[src/rtl/core/pst_pkg.sv]
// Shared types and constants for the price sorted table.
// Used by pst_cell, pst_ctrl and price_sorted_table_unit; no dependencies.
package pst_pkg;

    localparam int TABLE_DEPTH = 64;
    localparam int CODE_BITS   = 16;
    localparam int PRICE_BITS  = 24;
    localparam int IDX_W       = $clog2(TABLE_DEPTH);
    localparam int CNT_W       = $clog2(TABLE_DEPTH + 1);

    typedef enum logic [1:0] {
        CMD_INSERT = 2'd0,
        CMD_REMOVE = 2'd1,
        CMD_QUERY  = 2'd2
    } t_cmd;

    typedef enum logic [1:0] {
        ST_OK        = 2'd0,
        ST_NOT_FOUND = 2'd1,
        ST_FULL      = 2'd2
    } t_status;

    typedef enum logic [1:0] {
        S_IDLE,
        S_SCAN,
        S_FLUSH
    } t_state;

    typedef struct packed {
        logic [CODE_BITS-1:0]  code;
        logic [PRICE_BITS-1:0] price;
    } t_entry;

    // Control broadcast from the sequencer to every cell
    typedef struct packed {
        logic             ins_en;
        logic             rot_en;
        logic             drop;
        logic [CNT_W-1:0] count;
        t_entry           new_entry;
    } t_cell_ctl;

endpackage

[src/rtl/core/pst_cell.sv]
// One slot of the sorted chain: holds a code and a price, shifts toward
// the tail on insert and toward the head on rotate. Depends on pst_pkg.
module pst_cell (
    input  logic                        i_clk,
    input  logic [pst_pkg::IDX_W-1:0]   i_slot_idx,
    input  pst_pkg::t_cell_ctl          i_ctl,
    input  pst_pkg::t_entry             i_left,
    input  logic                        i_left_gt,
    input  pst_pkg::t_entry             i_right,
    input  pst_pkg::t_entry             i_head,
    output pst_pkg::t_entry             o_entry,
    output logic                        o_gt
);
    import pst_pkg::*;

    t_entry           r_entry;
    t_entry           n_entry;
    logic [CNT_W-1:0] w_idx;
    logic             w_beyond;
    logic             w_tail;

    assign w_idx    = CNT_W'(i_slot_idx);
    assign w_beyond = (w_idx >= i_ctl.count);
    assign w_tail   = ((w_idx + 1'b1) == i_ctl.count);

    // Slot lies at or after the insert position
    assign o_gt    = w_beyond || (r_entry.price > i_ctl.new_entry.price);
    assign o_entry = r_entry;

    // Select next slot contents
    always_comb begin
        n_entry = r_entry;
        if (i_ctl.ins_en) begin
            if (o_gt) begin
                n_entry = i_left_gt ? i_left : i_ctl.new_entry;
            end
        end else if (i_ctl.rot_en) begin
            n_entry = (w_tail && !i_ctl.drop) ? i_head : i_right;
        end
    end

    // Hold payload; no reset needed
    always_ff @(posedge i_clk) begin
        r_entry <= n_entry;
    end

endmodule

[config.mk]
export PLATFORM = sky130hd
export DESIGN_NAME = pst_cell
export DESIGN_NICKNAME = d
export VERILOG_FILES = /design/src/rtl/core/pst_pkg.sv /design/src/rtl/core/pst_cell.sv
export SDC_FILE = /design/constraint.sdc
export NUM_CORES = 1
export LEC_CHECK = 0
export ABC_AREA = 1
export BUFFER_PORTS_ARGS = -buffer_cell sky130_fd_sc_hd__buf_2
export CAP_MARGIN = 20
export CORE_ASPECT_RATIO = 1.4
export CORE_MARGIN = 2
export CORE_UTILIZATION = 49
export CTS_CLUSTER_SIZE = 25
export DETAILED_ROUTE_END_ITERATION = 10
export GPL_TIMING_DRIVEN = 0
export PLACE_DENSITY = 0.87
export SLEW_MARGIN = 10
export SYNTH_ARGS = -nofsm -noshare
export SYNTH_HDL_FRONTEND = slang
export SYNTH_SLANG_ARGS = --single-unit
[constraint.sdc]
create_clock -name i_clk -period 5.1 [get_ports i_clk]
set_input_delay 0.255 -clock i_clk [delete_from_list [all_inputs] [get_ports i_clk]]
set_output_delay 0.255 -clock i_clk [all_outputs]
set_load 0.1 [all_outputs]
=== After elaboration in Yosys (flattened, before gate mapping) ===
Index checks and enable logic that the tools add are counted.
W data, S select, Z words.

* Bits in registers: 40
* Input bits: 178
* Output and inout port bits: 41
* Word-level logic and storage cells: 17

* Add/sub/neg operators: 1
* Magnitude comparators: 2
* Equality and inequality tests: 2
* Muxes and demuxes: 5
* Reduce and logical (&&, ||, !) cells: 5

{| class="wikitable"
|+ Operator list
! cell !! number
|-
| $mux W40 || 5
|-
| $gt A24 B24 Y1 || 1
|-
| $add A6 B1 Y7 const B || 1
|-
| $eq A7 B7 Y1 || 1
|-
| $ge A6 B7 Y1 || 1
|-
| $ne A2 B1 Y1 const B || 1
|-
| $reduce_and A2 Y1 || 1
|-
| $reduce_bool A2 Y1 || 1
|-
| $logic_and A1 B1 Y1 || 1
|-
| $logic_not A1 Y1 || 1
|-
| $logic_or A1 B1 Y1 || 1
|}

=== Depth between registers and ports, before layout ===
* Depth after elaboration: 6
* Gate-level depth with buffers: 15
* Mapped depth without buffers: 15

=== Worst setup path before layout ===
OpenSTA, ideal clock, no wires.

* Path kind: flip-flop to flip-flop
* From: register r_entry, in the netlist o_entry[23]
* To: register r_entry, in the netlist o_entry[0] (enable)
* Setup time: 0.398 ns
* Arrival time: 3.435 ns
* Required time: 4.702 ns
* Path slack: 1.267 ns
* Cell stages (with the launch flop): 12
* Buffers on the path: 0
* Period minus slack after synthesis: 3.833 ns
* Cells stage by stage: edfxtp_1 > ha_1 > nand2_1 > nor2_1 > nand2_1 > nor2_1 > nand2_1 > nand3_1 > nand2_1 > nand2_1 > nand2_1 > nand2_1

* Cells in the longest elaborated chain, start to end: 4

{| class="wikitable"
|+ Ends and longest elaborated chain
! what !! line !! source
|-
| start, declared || pst_cell.sv:16 || <nowiki>t_entry r_entry;</nowiki>
|-
| start signal, assigned || pst_cell.sv:44 || <nowiki>r_entry <= n_entry;</nowiki>
|-
| $gt A24 B24 Y1 || pst_cell.sv:27 || <nowiki>assign o_gt = w_beyond || (r_entry.price > i_ctl.new_entry.price);</nowiki>
|-
| $logic_or A1 B1 Y1 || pst_cell.sv:27 ||
|-
| via o_gt || pst_cell.sv:12 || <nowiki>output logic o_gt</nowiki>
|-
| $ne A2 B1 Y1 (no line) || n/a ||
|-
| $reduce_and A2 Y1 (no line) || n/a ||
|}

The timed path passes the listed nets, and every way through them passes these cells.
A chain may end at the register's enable or synchronous reset.

=== Worst setup path in the final report ===
* From: register r_entry, in the netlist o_entry[15]
* To: register r_entry, in the netlist o_entry[2] (enable)

* Cells in the longest elaborated chain, start to end: 4

{| class="wikitable"
|+ Ends and longest elaborated chain
! what !! line
|-
| $gt A24 B24 Y1 || pst_cell.sv:27
|-
| $logic_or A1 B1 Y1 || pst_cell.sv:27
|-
| $ne A2 B1 Y1 (no line) || n/a
|-
| $reduce_and A2 Y1 (no line) || n/a
|}

No other way between the ends.

==> metrics.md <==
| Metric | Value |
|---|---|
| Run status | finished clean |
| Vias in the first global route | 4346 |
| Power share of the sequential group | 0.326 |
| Crit Path Category | flip-flop to flip-flop |
| Most frequent cells in the layout | buf_2 (224), nand2_1 (188), inv_1 (101), nand3_1 (48) |
| Most used cell, CP | nand2_1 |
| Root Buffer | clkbuf_8 |
| DR pass1 iterations | 5 |
| Synth unique cells | 24 |
| Max Used Layer | met4 |
| Pre-CTS setup slack | 2450 ps |
| Post-CTS Setup Bufs | 0 |
| Post-DRT Antenna Nets | 0 |
| Routed WL per cell | 14.1 um |
| Yosys warns | 0 |
| Post-layout minimum cycle time | about 2700 ps |
| DP Area | between 5000 and 6000 um^2 |
| P_int | just over 700 uW |
| Max-Cap Viols | 0 |
| Leak Pwr | just over 0.003 uW |
| Die H | 109 um |
| Slowest stage delay, CP | between 400 and 500 ps |
| Overall routing resource usage | 0.280 |
| Number of remaining DRC errors | 0 |
| Final worst-path setup slack | between 2000 and 2500 ps |
| Synth Register Bits | 40 |
| Sw frac | 0.459 |
| Mapped Cells | between 500 and 600 |
| CP bufs+invs | 1 |
| Hpwl dp | 10.3 mm |
| # rows | 38 |
| Placed cells | ~880 |
| Number of DRC markers in iteration 0 | ~280 |
| Largest net degree at the start of global routing | 24 |
| Worst Skew | about 7.4 ps |
| Layout cell share with drive strength beyond 1 | 0.305 |
| Via count | between 4000 and 5000 |
| Seq/Total Area, Yosys | 0.310 |
| Initial antenna violation count | 0 |
| Critical path arrival | ~2700 ps |
| Setup violators final | 0 |
| First-pass GRT wire length | around 19 mm |
| Req. time, crit path | around 5000 ps |
| Power Density | roughly 260 nW/um^2 |
| Final period utilization | 0.522 |
| Grt total ovfl | 0 |
| Area share of the largest cell type after synthesis | 0.310 |
| Critical Path Fanout Max | 23 |
| Slew @ Worst Pin | between 500 and 600 ps |
| Class of the worst hold path | primary input to flip-flop |
| Starting Density | 0.503 |
| Die width | roughly 79 um |
| Routed wl met2 | 6.69 mm |
| Pins over their slew limit | 0 |
| Cell-by-cell trace of the critical path | ha_1, nand2_1, nor2_1, nand4_1, nor2_1, nand2_1, nand3_1, nand2_1, nand2_1, nand2_1, nand2_2, buf_16 |
| CP delay by family, top | simple AND/OR/NAND/NOR gates |
| Most common cell after layout, fill and taps aside | buf_2 |
| Syn Area/Cell | 6.86 um^2 |
| Top cells by area, synth | edfxtp_1 (31%), nand2_1 (18%), ha_1 (10%) |
| Design area | about 5200 um^2 |
| Part of the power in the clock network | 0.195 |
| Final GP Congestion | a little under 0.9 |
| Relative slew slack | 0.639 |
| ANT cells | 0 |
| CTS buffer count | 5 |
| Sink Count | 40 |
| Syn Std Cell Area | 3870 um^2 |
| Post-route setup TNS | 0 ps |
| Critical path capture point type | flip-flop |
| Sw Pwr | just over 600 uW |
| Register clock-pin slew on the reported worst setup and hold paths | 80 ps |
| Latest clock arrival within the worst-skew pair | 290 ps |
| Total core area | 7700 um^2 |
| Max FFs per register | 40 |
| Final hold viol count | 0 |
| Max H-tree Level | 2 |
| Synth Net Count | between 700 and 800 |
| Port-buffer cells | about 220 |
| Met3 routed WL | approximately 900 um |
| Clk buf depth | 2 |
| Max IR drop VDD | between 0.1 and 0.15 mV |
| Synth-to-Final Area Change | 34.8% |
| # IOs | about 220 |
| Cts repair resizes | 0 |
| Gate power share | 0.480 |
| CP max stage cell | nand2_2 |
| CTS tree | built |
| Crit start category | flip-flop |
| Die area | 8640 um^2 |
| WL final | 12.5 mm |
| Fmax | 376 MHz |
| CTS Hold Buffers Added | 0 |
| Nets | about 1000 |
| Layout Cells excl Fill | a little under 900 |
| Via density | 5.10 |
| Area leader, netlist | edfxtp_1 |
| RSZ-0062 raised after global routing | no |
| Wl on met1 | ~4.6 mm |
==> synthesized netlist by cell type, drive strengths merged <==
cell / instances
xor2: 2
a22oi: 1
inv: 101
nand2: 190
nand2b: 1
xnor2: 4
buf: 16
a21o: 3
clkbuf: 14
ha: 31
nand4: 4
o211ai: 17
o21ai: 27
nand3b: 40
a21oi: 10
nor2: 16
edfxtp: 40
nand3: 48
==> layer usage <==
metal / vias to the layer above / global-route usage
li1: 2261 / -
met3: 26 / 0.0348
met1: 2032 / 0.316
met2: 220 / 0.534
met5: - / 0
met4: 0 / 0.0985
==> power groups by stage <==
stage	logic, uW	clock network (uW)	registers, uW
2_1_floorplan	194	0	714
3_3_place_gp	620	0	441
3_5_place_dp	639	0	441
4_1_cts	640	264	433
5_1_grt	685	277	437
6_report	640	260	435
==> through the flow <==
stage | util | hold slack (ps) | power, uW
CTS | 0.678 | 265 | 1340
floorplan | - | 476 | 909
global route | 0.678 | 278 | 1400
global placement | 0.660 | 568 | 1060
detailed placement | 0.663 | 569 | 1080
finish | 0.678 | 274 | 1330
==> cell families (layout without fill, tap and decap cells) <==
family	Yosys count	after routing	share of synthesized area
compound gates	58	58	0.0885
fa+ha+maj	31	31	0.100
buf+inv	131	356	0.137
simple gates	299	299	0.350
xor+xnor	6	6	0.0136
flops	40	40	0.310
==> area by class of cell <==
cell class	instances	area (um^2)
repair buffers	217	1110
clock buffers	5	68.8
well taps	100	125
multi-input cells	394	2140
fillers	688	2480
clock inverters	3	42.5
plain buffers	30	153
inverters	101	379
flip-flops and latches	40	1200
==> worst reg2reg max path, delay by kind of cell, from the launching register on <==
kind / cells / cell delay, ps
simple gates: 10 / 1410
flops: 1 / 400
fa+ha+maj: 1 / 320
buf+inv: 1 / 240
==> final timing paths <==
path                            cells after the start   startpoint          end  slack, ps
worst max-delay path                               12  o_entry[15]   o_entry[2]       2440
worst min-delay path                                3    i_ctl[29]  o_entry[29]        270
worst max register to register                     12  o_entry[15]   o_entry[2]       2440
worst min register to register                      9  o_entry[23]  o_entry[20]       1640
(Power assumes the default switching activity.)
