`config.mk`:
```
export PLATFORM = sky130hd
export DESIGN_NAME = pst_ctrl
export DESIGN_NICKNAME = d
export VERILOG_FILES = /design/src/rtl/core/pst_pkg.sv /design/src/rtl/core/pst_ctrl.sv
export SDC_FILE = /design/constraint.sdc
export NUM_CORES = 1
export LEC_CHECK = 0
export ABC_CLOCK_PERIOD_IN_PS = 10900
export BUFFER_PORTS_ARGS = -buffer_cell sky130_fd_sc_hd__clkbuf_2
export CAP_MARGIN = 20
export CORE_UTILIZATION = 57
export DETAILED_ROUTE_END_ITERATION = 10
export GPL_ROUTABILITY_DRIVEN = 0
export PLACE_DENSITY = 0.94
export SLEW_MARGIN = 10
export SYNTH_ARGS = -nofsm -noshare
export SYNTH_HDL_FRONTEND = slang
export SYNTH_SLANG_ARGS = --single-unit
```
`constraint.sdc`:
```
create_clock -name i_clk -period 10.9 [get_ports i_clk]
set_clock_uncertainty 0.05 [all_clocks]
set_input_delay 0 -clock i_clk [delete_from_list [all_inputs] [get_ports i_clk]]
set_output_delay 0 -clock i_clk [all_outputs]
set_load 0.005 [all_outputs]
```
`src/rtl/core/pst_pkg.sv`:
```
// Shared types and constants for the price sorted table.
// Used by pst_cell, pst_ctrl and price_sorted_table_unit; no dependencies.
package pst_pkg;

    localparam int TABLE_DEPTH = 64;
    localparam int CODE_BITS   = 16;
    localparam int PRICE_BITS  = 24;
    localparam int IDX_W       = $clog2(TABLE_DEPTH);
    localparam int CNT_W       = $clog2(TABLE_DEPTH + 1);

    typedef enum logic [1:0] {
        CMD_INSERT = 2'd0,
        CMD_REMOVE = 2'd1,
        CMD_QUERY  = 2'd2
    } t_cmd;

    typedef enum logic [1:0] {
        ST_OK        = 2'd0,
        ST_NOT_FOUND = 2'd1,
        ST_FULL      = 2'd2
    } t_status;

    typedef enum logic [1:0] {
        S_IDLE,
        S_SCAN,
        S_FLUSH
    } t_state;

    typedef struct packed {
        logic [CODE_BITS-1:0]  code;
        logic [PRICE_BITS-1:0] price;
    } t_entry;

    // Control broadcast from the sequencer to every cell
    typedef struct packed {
        logic             ins_en;
        logic             rot_en;
        logic             drop;
        logic [CNT_W-1:0] count;
        t_entry           new_entry;
    } t_cell_ctl;

endpackage

```
`src/rtl/core/pst_ctrl.sv`:
```
// Sequencer for the price sorted table: request decode, head-of-chain scan,
// fill count and result registers. Depends on pst_pkg.
module pst_ctrl (
    input  logic                          i_clk,
    input  logic                          i_rst_n,
    input  logic                          start,
    output logic                          busy,
    input  logic [1:0]                    i_command,
    input  logic [pst_pkg::CODE_BITS-1:0] i_item_code,
    input  logic [pst_pkg::PRICE_BITS-1:0] i_price_cents,
    input  logic [pst_pkg::PRICE_BITS-1:0] i_range_low,
    input  logic [pst_pkg::PRICE_BITS-1:0] i_range_high,
    input  pst_pkg::t_entry               i_head,
    output pst_pkg::t_cell_ctl            o_ctl,
    output logic                          o_valid,
    output logic [1:0]                    o_status,
    output logic [pst_pkg::CODE_BITS-1:0] o_out_code,
    output logic [pst_pkg::PRICE_BITS-1:0] o_out_price,
    output logic                          o_last
);
    import pst_pkg::*;

    t_state                r_state, n_state;
    logic [CNT_W-1:0]      r_count, n_count;
    logic [CNT_W-1:0]      r_steps, n_steps;
    t_cmd                  r_op, n_op;
    logic [CODE_BITS-1:0]  r_code, n_code;
    logic [PRICE_BITS-1:0] r_lo, n_lo;
    logic [PRICE_BITS-1:0] r_hi, n_hi;
    t_entry                r_buf, n_buf;
    logic                  r_buf_vld, n_buf_vld;
    logic                  r_found, n_found;
    logic                  r_valid, n_valid;
    t_status               r_status, n_status;
    logic [CODE_BITS-1:0]  r_out_code, n_out_code;
    logic [PRICE_BITS-1:0] r_out_price, n_out_price;
    logic                  r_last, n_last;

    logic                  w_accept;
    t_cmd                  w_cmd;
    logic                  w_full;
    logic                  w_hit;
    logic                  w_match;
    logic                  w_drop;
    logic                  w_ins;

    assign busy     = (r_state != S_IDLE);
    assign w_accept = start && !busy;
    assign w_cmd    = t_cmd'(i_command);
    assign w_full   = (r_count == CNT_W'(TABLE_DEPTH));
    assign w_hit    = (i_head.price >= r_lo) && (i_head.price <= r_hi);
    assign w_match  = !r_found && (i_head.code == r_code);
    assign w_drop   = (r_state == S_SCAN) && (r_op == CMD_REMOVE) && w_match;
    assign w_ins    = w_accept && (w_cmd == CMD_INSERT) && !w_full;

    // Drive the cell chain
    always_comb begin
        o_ctl.ins_en          = w_ins;
        o_ctl.rot_en          = (r_state == S_SCAN);
        o_ctl.drop            = w_drop;
        o_ctl.count           = r_count;
        o_ctl.new_entry.code  = i_item_code;
        o_ctl.new_entry.price = i_price_cents;
    end

    // Next state
    always_comb begin
        n_state = r_state;
        unique case (r_state)
            S_IDLE: begin
                if (w_accept && (w_cmd == CMD_REMOVE || w_cmd == CMD_QUERY)
                        && r_count != '0) begin
                    n_state = S_SCAN;
                end
            end
            S_SCAN: begin
                if (r_steps == CNT_W'(1)) begin
                    n_state = S_FLUSH;
                end
            end
            S_FLUSH: n_state = S_IDLE;
            default: n_state = S_IDLE;
        endcase
    end

    // Datapath and results
    always_comb begin
        n_count     = r_count;
        n_steps     = r_steps;
        n_op        = r_op;
        n_code      = r_code;
        n_lo        = r_lo;
        n_hi        = r_hi;
        n_buf       = r_buf;
        n_buf_vld   = r_buf_vld;
        n_found     = r_found;
        n_valid     = 1'b0;
        n_status    = ST_OK;
        n_out_code  = r_out_code;
        n_out_price = r_out_price;
        n_last      = 1'b0;
        unique case (r_state)
            S_IDLE: begin
                if (w_accept) begin
                    // latch the request for a scan
                    n_op      = w_cmd;
                    n_code    = i_item_code;
                    n_lo      = i_range_low;
                    n_hi      = i_range_high;
                    n_steps   = r_count;
                    n_found   = 1'b0;
                    n_buf_vld = 1'b0;
                    unique case (w_cmd)
                        CMD_INSERT: begin
                            n_valid     = 1'b1;
                            n_status    = w_full ? ST_FULL : ST_OK;
                            n_out_code  = i_item_code;
                            n_out_price = i_price_cents;
                            n_last      = 1'b1;
                            if (!w_full) begin
                                n_count = r_count + 1'b1;
                            end
                        end
                        CMD_REMOVE, CMD_QUERY: begin
                            if (r_count == '0) begin
                                n_valid     = 1'b1;
                                n_status    = ST_NOT_FOUND;
                                n_out_code  = '0;
                                n_out_price = '0;
                                n_last      = 1'b1;
                            end
                        end
                        default: begin
                        end
                    endcase
                end
            end
            S_SCAN: begin
                n_steps = r_steps - 1'b1;
                if (w_drop) begin
                    // take the head out and report it
                    n_found     = 1'b1;
                    n_count     = r_count - 1'b1;
                    n_valid     = 1'b1;
                    n_status    = ST_OK;
                    n_out_code  = i_head.code;
                    n_out_price = i_head.price;
                    n_last      = 1'b1;
                end else if (r_op == CMD_QUERY && w_hit) begin
                    // release the held match, hold the new one
                    if (r_buf_vld) begin
                        n_valid     = 1'b1;
                        n_status    = ST_OK;
                        n_out_code  = r_buf.code;
                        n_out_price = r_buf.price;
                    end
                    n_buf     = i_head;
                    n_buf_vld = 1'b1;
                end
            end
            S_FLUSH: begin
                if (r_op == CMD_QUERY && r_buf_vld) begin
                    n_valid     = 1'b1;
                    n_status    = ST_OK;
                    n_out_code  = r_buf.code;
                    n_out_price = r_buf.price;
                    n_last      = 1'b1;
                end else if (r_op == CMD_QUERY || !r_found) begin
                    n_valid     = 1'b1;
                    n_status    = ST_NOT_FOUND;
                    n_out_code  = '0;
                    n_out_price = '0;
                    n_last      = 1'b1;
                end
            end
            default: begin
            end
        endcase
    end

    // Control registers
    always_ff @(posedge i_clk) begin
        if (!i_rst_n) begin
            r_state   <= S_IDLE;
            r_count   <= '0;
            r_steps   <= '0;
            r_buf_vld <= 1'b0;
            r_found   <= 1'b0;
            r_valid   <= 1'b0;
        end else begin
            r_state   <= n_state;
            r_count   <= n_count;
            r_steps   <= n_steps;
            r_buf_vld <= n_buf_vld;
            r_found   <= n_found;
            r_valid   <= n_valid;
        end
    end

    // Payload registers
    always_ff @(posedge i_clk) begin
        r_op        <= n_op;
        r_code      <= n_code;
        r_lo        <= n_lo;
        r_hi        <= n_hi;
        r_buf       <= n_buf;
        r_status    <= n_status;
        r_out_code  <= n_out_code;
        r_out_price <= n_out_price;
        r_last      <= n_last;
    end

    assign o_valid     = r_valid;
    assign o_status    = r_status;
    assign o_out_code  = r_out_code;
    assign o_out_price = r_out_price;
    assign o_last      = r_last;

endmodule

```
After elaboration in Yosys (flattened, before gate mapping)

Index checks and enable logic that the tools add are counted.

Flip-flop bits (word level): 168
Input bits: 133
Output and inout port bits: 95

Bitwise operators: 1
Reduce and logical (&&, ||, !) cells: 32
Add/subtract/negate cells: 3
Equal/unequal tests: 22
Multiplexer cells: 52
$lt $le $gt $ge: 2

Operators with widths:

| cell                                                                  | count |
|---|---|
| 24-bit two-way mux                                                    | 7 |
| 16-bit two-way mux                                                    | 7 |
| 24-bit case mux with 3 select lines                                   | 1 |
| 16-bit case mux with 3 select lines                                   | 1 |
| 24-bit case mux with 2 select lines                                   | 1 |
| 7-bit two-way mux                                                     | 5 |
| 16-bit case mux with 2 select lines                                   | 1 |
| 7-bit case mux with 2 select lines                                    | 2 |
| 24-bit >= comparator                                                  | 1 |
| 24-bit <= comparator                                                  | 1 |
| 16-bit equality test                                                  | 1 |
| 1-bit two-way mux                                                     | 15 |
| 7-bit by 1-bit subtractor with 7-bit output, second input constant    | 2 |
| 2-bit case mux with 2 select lines                                    | 3 |
| 1-bit logical AND                                                     | 11 |
| 2-bit inequality test, second input constant                          | 5 |
| 3-bit inequality test, second input constant                          | 3 |
| 2-bit two-way mux                                                     | 4 |
| 7-bit by 1-bit adder with 7-bit output, second input constant         | 1 |
| 7-bit by 1-bit equality test with 1-bit output, second input constant | 1 |
| 7-bit equality test, second input constant                            | 1 |
| 7-bit logical NOT                                                     | 1 |
| 7-bit AND reduction                                                   | 1 |
| 7-bit nonzero test                                                    | 1 |
| other kinds (17)                                                      | 35 |

Longest topological paths before layout

Word-level depth: 7
Gate-level depth with buffers: 12
Gate-level depth less buffers: 10

Least setup slack after synthesis

OpenSTA, ideal clock, no wires.

Kind: register to register
Start: reg r_lo[3]
End: reg r_out_code[0], in the netlist o_out_code[0], enable pin
Cell stages (with the launch flop): 9
Arrival time: 5.868 ns
Clock period less this slack: 6.467 ns
Path slack: 4.433 ns
Cells stage by stage: edfxtp_1 > inv_1 > ha_1 > o21a_1 > nor2_1 > or4_1 > a2111oi_0 > a2111oi_0 > o41ai_1

Cells in the longest elaborated chain, start to end: 5

Ends and longest elaborated chain:

| element                                                    | line            | text |
|---|---|---|
| start, declared                                            | pst_ctrl.sv:28  | `logic [PRICE_BITS-1:0] r_lo, n_lo;` |
| start signal, assigned                                     | pst_ctrl.sv:204 | `r_lo <= n_lo;` |
| 24-bit >= comparator                                       | pst_ctrl.sv:51  | `assign w_hit = (i_head.price >= r_lo) && (i_head.price <= r_hi);` |
| 1-bit logical AND                                          | pst_ctrl.sv:51  |  |
| 1-bit logical AND                                          | pst_ctrl.sv:149 | `end else if (r_op == CMD_QUERY && w_hit) begin` |
| 3-bit by 1-bit inequality test with 1-bit output (no line) | -               |  |
| 7-bit AND reduction (no line)                              | -               |  |
| end signal, assigned                                       | pst_ctrl.sv:208 | `r_out_code <= n_out_code;` |
| end, declared                                              | pst_ctrl.sv:35  | `logic [CODE_BITS-1:0] r_out_code, n_out_code;` |

Every way passes these cells.
A chain may end at the register's enable or synchronous reset.

Worst setup path after layout

Start: reg r_lo[10]
End: reg r_out_code[6], in the netlist o_out_code[6], enable pin

The elaborated chain is that of the path after synthesis.

==> metrics.md <==
| Metric | Value |
|---|---|
| Most common cell after layout, fill and taps aside | clkbuf_2 |
| Synth warn | 0 |
| Drt total wl | 28900 um |
| Register share of total power | 0.463 |
| Predominant post-synthesis flop cell | edfxtp_1 |
| Synth Instances | 680 |
| Top Ports | 228 |
| CP Max Fanout | 28 |
| GRT met3 Usage | 0.103 |
| Max Slew Vio Count | 0 |
| Starting density of the core | 0.594 |
| Syn nets | 875 |
| Share of layout cells above drive strength 1 | 0.271 |
| Vias in the first global route | 7646 |
| Final setup viols | 0 |
| Mean post-synth cell area | 12.3 um^2 |
| Full die area | 15200 um^2 |
| Vias/cell | 6.35 |
| First-pass GRT wire length | 42300 um |
| Clk pin slew, worst setup/hold paths | 80 ps |
| Pwr/cell area | 146 nW/um^2 |
| Crit Path Class | reg2reg |
| CP startpoint kind | flip-flop |
| Hold Vio Cnt, Final | 0 |
| Synth unique cells | 54 |
| Area grow syn2layout | 35.3% |
| Combinational power share | 0.163 |
| Die Y-Extent | 123 um |
| Rel. slew slack | 0.272 |
| GR peak layer | met2 |
| CP Data Arrival Time | 3980 ps |
| Post-CTS Setup Bufs | 0 |
| Post-cts sizing count | 0 |
| Fraction of registers with async set/reset | 0 |
| Status | finished, final reports clean |
| Net Sw Power | 0.448 mW |
| CORE AREA | 14100 um^2 |
| Worst r2r dst | o_out_code[6]$_DFFE_PP_ |
| Pint | 1.21 mW |
| Htree depth | 4 |
| Critical hold path startpoint | i_range_high[0] |
| First-pass detailed-route iteration total | 7 |
| P_leak | 4.88 nW |
| Met1 Track Usage GR | 0.448 |
| CTS max path bufs | 2 |
| WHS Path Cells | 2 |
| Max VDD drop | 0.000241 V |
| Mapped Area | 8370 um^2 |
| Hold endpoint | r_hi[0]$_DFFE_PP_ |
| Nets@finish | 1200 |
| Largest net degree at the start of global routing | 67 |
| Reg-to-Reg Start | r_lo[10]$_DFFE_PP_ |
| Grt met2 use | 0.628 |
| Max Cap Violations | 0 |
| Port-buffer cells | 227 |
| Largest cells by area after synthesis | edfxtp_1 52%, ha_1 9.1%, dfxtp_1 5.3% |
| Post-DP HPWL | 15500 um |
| CP required | 10920 ps |
| Root Driver | clkbuf_16 |
| Gr usage total | 0.386 |
| Post-DRT Antenna Nets | 0 |
| Slew @ Worst Pin | 1060 ps |
| DRC | 0 |
| Yosys top cell area share | 0.524 |
| Final period util | 0.363 |
| #FFs+latches synth | 168 |
| RSZ-0062 raised after global routing | false |
| Final global-route overflow total | 0 |
| Clock power frac | 0.374 |
| Die width | 123 um |
| Number of synthesized flops with an enable pin | 146 |
| Area leader, netlist | edfxtp_1 |
| Fin Hold WS | 241 ps |
| Rows | 43 |
| Setup_tns | 0 ps |
| Reg2Reg Depth | 9 |
| Crit end category | flip-flop |
| Most frequent cells in the layout | 227 x clkbuf_2, 146 x edfxtp_1, 132 x dlygate4sd3_1, 66 x inv_1, 61 x ha_1 |
| Antenna violations before repair | 2 |
| TritonCTS Buffers | 17 |
| Sw Share | 0.270 |
| Starting DRT DRC Count | 965 |
| Final Critical Period | 3960 ps |
| Drt wl/cell | 24.1 um |
| FMAX | 0.253 GHz |
| Clk sink count | 168 |
| Fill count | 684 |
| Vias | 7622 |
| CTS tree | yes |
| R2R Setup Slk | 6940 ps |
| Clock insertion delay at the later pin of the skew report | 430 ps |
| Sequential area share after synthesis | 0.576 |
| Worst min path class | in2reg |
## layer usage
layer  vias to the layer above  share of wire
li1                       3149              -
met1                      3551           0.33
met2                       752           0.49
met3                       170           0.11
met4                         0          0.066
met5                         -              0
## cell families after synthesis
family	count (synthesis)	synth area share
AOI/OAI and AO/OA	137	0.122
xor gates and xnor gates	18	0.0188
adders and majority gates	62	0.0936
buffers and inverters	128	0.0821
DFF	168	0.576
muxes	3	0.00359
and+or+nand+nor	164	0.103
## per-stage QoR
stage               setup WS (ps)  power [mW]   util  instances  area (um^2)
floorplan                    4430       0.887      -        680         8370
global placement             7500       0.967  0.665       1033         9370
detailed placement           7280       0.978  0.665       1033         9370
CTS                          7240        1.62  0.801       1197        11300
global route                 6970        1.70  0.803       1200        11300
finish                       6940        1.66  0.803       1200        11300
## flip-flops by register name (all words and copies together) (netlist names)
| signal | cells |
|---|---|
| r_lo | 24 |
| r_state | 2 |
| r_op | 2 |
| o_out_code | 16 |
| o_out_price | 24 |
| r_steps | 7 |
| r_buf_vld | 1 |
| o_valid | 1 |
| o_last | 1 |
| r_count | 7 |
| r_found | 1 |
| r_buf | 40 |
| r_code | 16 |
| r_hi | 24 |
| o_status | 2 |
## worst max path at each step
stage / start / end / slack [ps]
floorplan: r_lo[3]$_DFFE_PP_ / o_out_code[0]$_DFFE_PP_ / 4430
global placement: r_lo[0]$_DFFE_PP_ / o_out_price[11]$_DFFE_PP_ / 7500
detailed placement: r_lo[0]$_DFFE_PP_ / o_out_code[4]$_DFFE_PP_ / 7280
CTS: r_lo[0]$_DFFE_PP_ / o_out_code[7]$_DFFE_PP_ / 7240
global route: r_lo[11]$_DFFE_PP_ / o_out_code[6]$_DFFE_PP_ / 6970
finish: r_lo[10]$_DFFE_PP_ / o_out_code[6]$_DFFE_PP_ / 6940
## final cells by class
type                    instances  area (um^2)  area share
well taps                     180          225      0.0199
flip-flops and latches        168         4820       0.426
diodes                          2         5.00    0.000442
repair buffers                367         2540       0.224
inverters                      67          251      0.0222
multi-input cells             384         2890       0.255
clock buffers                  17          425      0.0376
clock inverters                15          166      0.0147
## Yosys cell counts, types with 5 or more instances
master    instances
edfxtp_1        146
inv_1            67
ha_1             61
buf_4            44
and2_1           43
nand2_1          39
a221o_1          38
a21oi_1          35
nor2_1           25
dfxtp_1          22
o21ai_0          17
xnor2_1          15
nand4_1          14
nand3_1          12
clkbuf_1          9
nor3_1            8
a31oi_1           6
nand2b_1          6
a211oi_1          5
buf_6             5
nor4_1            5
## power groups by stage
| stage | registers [mW] | clock network, mW | logic, mW |
|---|---|---|---|
| 2_1_floorplan | 0.776 | 0 | 0.111 |
| 3_3_place_gp | 0.776 | 0 | 0.191 |
| 3_5_place_dp | 0.777 | 0 | 0.201 |
| 4_1_cts | 0.763 | 0.612 | 0.240 |
| 5_1_grt | 0.769 | 0.643 | 0.286 |
| 6_report | 0.767 | 0.621 | 0.270 |
## critical path, cell delays in order, from the launching register on
cell and delay, ps:
edfxtp_1 350, inv_1 70, ha_1 380, nand2_1 90, o21ai_0 430, a2111oi_0 160, a2111oi_0 970, a2111oi_2 240
o41ai_2 390, buf_4 440
## repair_timing
action                                  4_1_cts  5_1_grt
hold buffers                                132        0
endpoints found under the setup margin        0        0
endpoints found under the hold margin       154        0
Power figures use the tool's default switching activity.
